**src/ttda_pkg.sv**
```systemverilog
// ttda_pkg: shared widths, codes and the evaluate-stage result type for the
// transposition table. No dependencies; used by ttda_eval and the top module.
package ttda_pkg;

    localparam int DEF_INDEX_BITS = 16;
    localparam int DEF_MOVE_BITS  = 16;

    localparam int KEY_W    = 64;
    localparam int DEPTH_W  = 8;
    localparam int SCORE_W  = 16;
    localparam int BOUND_W  = 2;
    localparam int AGE_W    = 6;
    localparam int IMOVE_W  = 16;

    localparam int IN_TDATA_W  = 112;
    localparam int OUT_TDATA_W = 48;
    localparam int OUT_TUSER_W = 2;

    localparam logic OP_PROBE = 1'b0;
    localparam logic OP_STORE = 1'b1;

    localparam logic [BOUND_W-1:0] BOUND_NONE = 2'b00;

    typedef struct packed {
        logic                 hit;
        logic                 written;
        logic                 wr_en;
        logic [DEPTH_W-1:0]   found_depth;
        logic [SCORE_W-1:0]   found_score;
        logic [BOUND_W-1:0]   found_bound;
        logic [AGE_W-1:0]     found_age;
        logic [IMOVE_W-1:0]   found_move;
    } eval_res_t;

endpackage

```
**src/ttda_eval.sv**
```systemverilog
// ttda_eval: hit test, depth/age replacement decision and new slot image.
// Depends on ttda_pkg.
module ttda_eval #(
    parameter int MOVE_BITS = ttda_pkg::DEF_MOVE_BITS,
    parameter int ENTRY_W   = ttda_pkg::KEY_W + MOVE_BITS + ttda_pkg::SCORE_W
                              + ttda_pkg::DEPTH_W + ttda_pkg::BOUND_W + ttda_pkg::AGE_W
) (
    input  logic [ENTRY_W-1:0]            entry,
    input  logic                          op,
    input  logic [ttda_pkg::KEY_W-1:0]    key,
    input  logic [ttda_pkg::DEPTH_W-1:0]  depth,
    input  logic [ttda_pkg::SCORE_W-1:0]  score,
    input  logic [ttda_pkg::BOUND_W-1:0]  bound,
    input  logic [ttda_pkg::IMOVE_W-1:0]  best_move,
    input  logic [ttda_pkg::AGE_W-1:0]    search_age,
    output ttda_pkg::eval_res_t           res,
    output logic [ENTRY_W-1:0]            wr_entry
);

    typedef struct packed {
        logic [ttda_pkg::KEY_W-1:0]   key;
        logic [MOVE_BITS-1:0]         mv;
        logic [ttda_pkg::SCORE_W-1:0] score;
        logic [ttda_pkg::DEPTH_W-1:0] depth;
        logic [ttda_pkg::BOUND_W-1:0] bound;
        logic [ttda_pkg::AGE_W-1:0]   age;
    } entry_t;

    entry_t      cur;
    entry_t      nxt;
    logic        key_eq;
    logic        occupied;
    logic        replace;
    logic [31:0] mv_in32;
    logic [31:0] mv_out32;

    assign cur      = entry_t'(entry);
    assign key_eq   = (cur.key == key);
    assign occupied = (cur.bound != ttda_pkg::BOUND_NONE);
    assign replace  = !occupied || key_eq || (cur.age != search_age) || (depth >= cur.depth);

    // move word is zero extended or truncated to the stored width
    assign mv_in32  = {16'b0, best_move};
    assign mv_out32 = 32'(cur.mv);

    always_comb
    begin
        nxt.key   = key;
        nxt.mv    = mv_in32[MOVE_BITS-1:0];
        nxt.score = score;
        nxt.depth = depth;
        nxt.bound = bound;
        nxt.age   = search_age;
        wr_entry  = ENTRY_W'(nxt);

        res = '0;
        if (op == ttda_pkg::OP_STORE)
        begin
            res.wr_en   = replace;
            res.written = replace;
        end
        else if (occupied && key_eq)
        begin
            res.hit         = 1'b1;
            res.found_depth = cur.depth;
            res.found_score = cur.score;
            res.found_bound = cur.bound;
            res.found_age   = cur.age;
            res.found_move  = mv_out32[15:0];
        end
    end

endmodule

```
**config.mk**
```make
export PLATFORM = sky130hd
export DESIGN_NAME = ttda_eval
export DESIGN_NICKNAME = d
export VERILOG_FILES = /design/src/ttda_pkg.sv /design/src/ttda_eval.sv
export SDC_FILE = /design/constraint.sdc
export NUM_CORES = 1
export LEC_CHECK = 0
export BUFFER_PORTS_ARGS = -buffer_cell sky130_fd_sc_hd__buf_2
export CORE_AREA = 2 2 149 151
export DETAILED_ROUTE_END_ITERATION = 12
export DIE_AREA = 0 0 151 153
export GPL_TIMING_DRIVEN = 0
export PLACE_DENSITY = 0.4
export SLEW_MARGIN = 40
export SYNTH_ARGS = -nofsm -noshare
export SYNTH_HDL_FRONTEND = slang
export SYNTH_SLANG_ARGS = --single-unit
```
**constraint.sdc**
```tcl
create_clock -name vclk -period 3.1
set_input_delay 0.465 -clock vclk [all_inputs]
set_output_delay 0.465 -clock vclk [all_outputs]
set_load 0.02 [all_outputs]
```
==> flow_summary.json <==
{
  "critPathLaunchType": "primary input",
  "core.rowCount": 54,
  "power_density_nw_per_um2": 127,
  "outcome": "completed",
  "initial_core_util_pct": 12.1,
  "finish.net_count": 889,
  "crit_fanout": 10,
  "place_area_um2": 4730,
  "antenna_found_initial": 0,
  "port_buffers": 353,
  "seq_cells": 0,
  "grt-ovfl-total": 0,
  "drtPass1Iterations": 4,
  "layout-drive-gt1-share_pct": 79.5,
  "worstPathRequired_ps": 2630,
  "synthCells": 301,
  "via_per_inst": 3.44,
  "arrival_ps": 2400,
  "fill_cells": 2454,
  "dp_hpwl_mm": 10.9,
  "stdcell_count": 934,
  "synth_area_per_cell_um2": 8.67,
  "ioPinCount": 388,
  "worstSetupEndpointType": "output pin",
  "hold_viol": 0,
  "grt_usage_pct": 8.84,
  "die_area_um2": 23100,
  "holdBufCountCts": 0,
  "synth_cell_type_count": 26,
  "core_area_um2": 21500,
  "rsz0062_at_grt": "no",
  "path_class": "in -> out",
  "fin_crit_ps": 2870,
  "setup_viol": 0,
  "die_h_um": 153,
  "synth_warnings": 0,
  "power.total_mw": 0.604,
  "finalCritPeriodShare_pct": 92.5,
  "multiInputGateArea_um2": 1640,
  "finalSetupTns_ps": 0,
  "regArea_um2": 0,
  "wl_per_cell_um": 12.5,
  "clkbuf_count": 0,
  "drv_slew": 0,
  "slew-limit-headroom_pct": 50.3,
  "tightest_slew_ps": 746,
  "grt_max_degree": 11,
  "worst_slack_ps": 234,
  "grt_pass1_wl_mm": 16.2,
  "hp-class": "in -> out",
  "diodes": 0,
  "gp_congestion": 0.738,
  "p_leak_nw": 2.49,
  "pre_cts_ws_ps": -101,
  "postCtsSetupBuffers": 0,
  "fp.dieW_um": 151,
  "synth-seq-area-share_pct": 0,
  "finalWirelength_mm": 11.7,
  "syn-num-nets": 534,
  "holdWs_ps": 1150,
  "area_growth_pct": 81.8,
  "drc": 0,
  "clock.fmax_mhz": 349,
  "first_iter_violations": 57,
  "num_vias": 3216,
  "grt_pass1_vias": 2991,
  "max-cap-violations": 0,
  "final_area_um2": 4750,
  "ir_drop_mv": 0.0545,
  "netlist_area_um2": 2610,
  "ant_nets": 0,
  "final_core_util_pct": 22.1,
  "placed_cells": 934
}
[per-layer routing]
metal | vias up | part of all wire [%] | wire length [µm] | track usage (%)
li1 | 1639 | - | - | -
met1 | 1392 | 36 | 4140 | 9.48
met2 | 185 | 56 | 6500 | 18.8
met3 | 0 | 8.7 | 1020 | 1.19
met4 | 0 | 0 | 0 | 0
met5 | - | 0 | 0 | 0
[synth_stat cells]
| cell type | number | area, µm² |
|---|---|---|
| nor3_1 | 2 | 10.0 |
| buf_2 | 3 | 15.0 |
| nor4_1 | 8 | 50.1 |
| nor2_1 | 2 | 7.51 |
| clkbuf_1 | 6 | 22.5 |
| nor4b_2 | 38 | 571 |
| a31oi_1 | 2 | 12.5 |
| buf_4 | 113 | 848 |
| a221oi_1 | 1 | 8.76 |
| xnor2_1 | 64 | 561 |
| ha_1 | 8 | 100 |
| nor2b_1 | 1 | 6.26 |
| xor2_1 | 5 | 43.8 |
| nor3b_2 | 1 | 12.5 |
| inv_1 | 10 | 37.5 |
| nand2b_1 | 1 | 6.26 |
| nand4_2 | 1 | 12.5 |
| a211oi_1 | 1 | 7.51 |
| nor3b_1 | 1 | 7.51 |
| or3_1 | 1 | 6.26 |
| nand4_1 | 19 | 119 |
| nor4_2 | 4 | 50.1 |
| buf_6 | 5 | 56.3 |
| nor4b_4 | 1 | 23.8 |
| buf_1 | 2 | 7.51 |
| a21o_1 | 1 | 7.51 |
[what timing repair did]
| action | 4_1_cts | 5_1_grt |
|---|---|---|
| endpoints found under the setup margin | 8 | 0 |
| endpoints found under the hold margin | 0 | 0 |
| resized for setup | 2 | 0 |
[final cells by class]
cell class / instances / area share [%]
Buffer: 129 / 20.0
Inverter: 10 / 0.791
Timing Repair Buffer: 353 / 37.2
Tap cell: 280 / 7.38
Multi-Input combinational cell: 162 / 34.6
[power by group]
group          leakage, nW  internal, mW  switching, mW
Sequential               0             0              0
Combinational         2.49         0.311          0.293
Clock                    0             0              0
[final timing paths]
kind / depth (start not counted) / startpoint / endpoint / slack (ps)
worst max-delay path: 8 / key[47] / res[27] / 230
worst min-delay path: 2 / best_move[4] / wr_entry[36] / 1150
[worst max-delay path, cell delays in order]
cell and delay [ps]:
buf_2 110, xnor2_1 260, nand4_1 210, nor4_2 350, nand4_4 250, buf_6 240
nor4b_2 280, buf_2 220
[cell usage in the layout (no fill, tap or decap), types with 3 or more instances in the layout]
cell	instances
buf_2	356
buf_4	113
buf_6	5
clkbuf_1	5
ha_1	8
inv_1	10
nand4_1	19
nor4_1	8
nor4_2	3
nor4b_2	38
xnor2_1	64
xor2_1	5
[kinds of logic after synthesis]
logic type                 after synthesis  share of synthesized area [%]
adders and majority gates                8                           3.84
and+or+nand+nor                         80                           33.8
AOI/OAI and AO/OA                        5                           1.39
buffers and inverters                  139                           37.8
xor gates and xnor gates                69                           23.2
(Power assumes the default switching activity.)
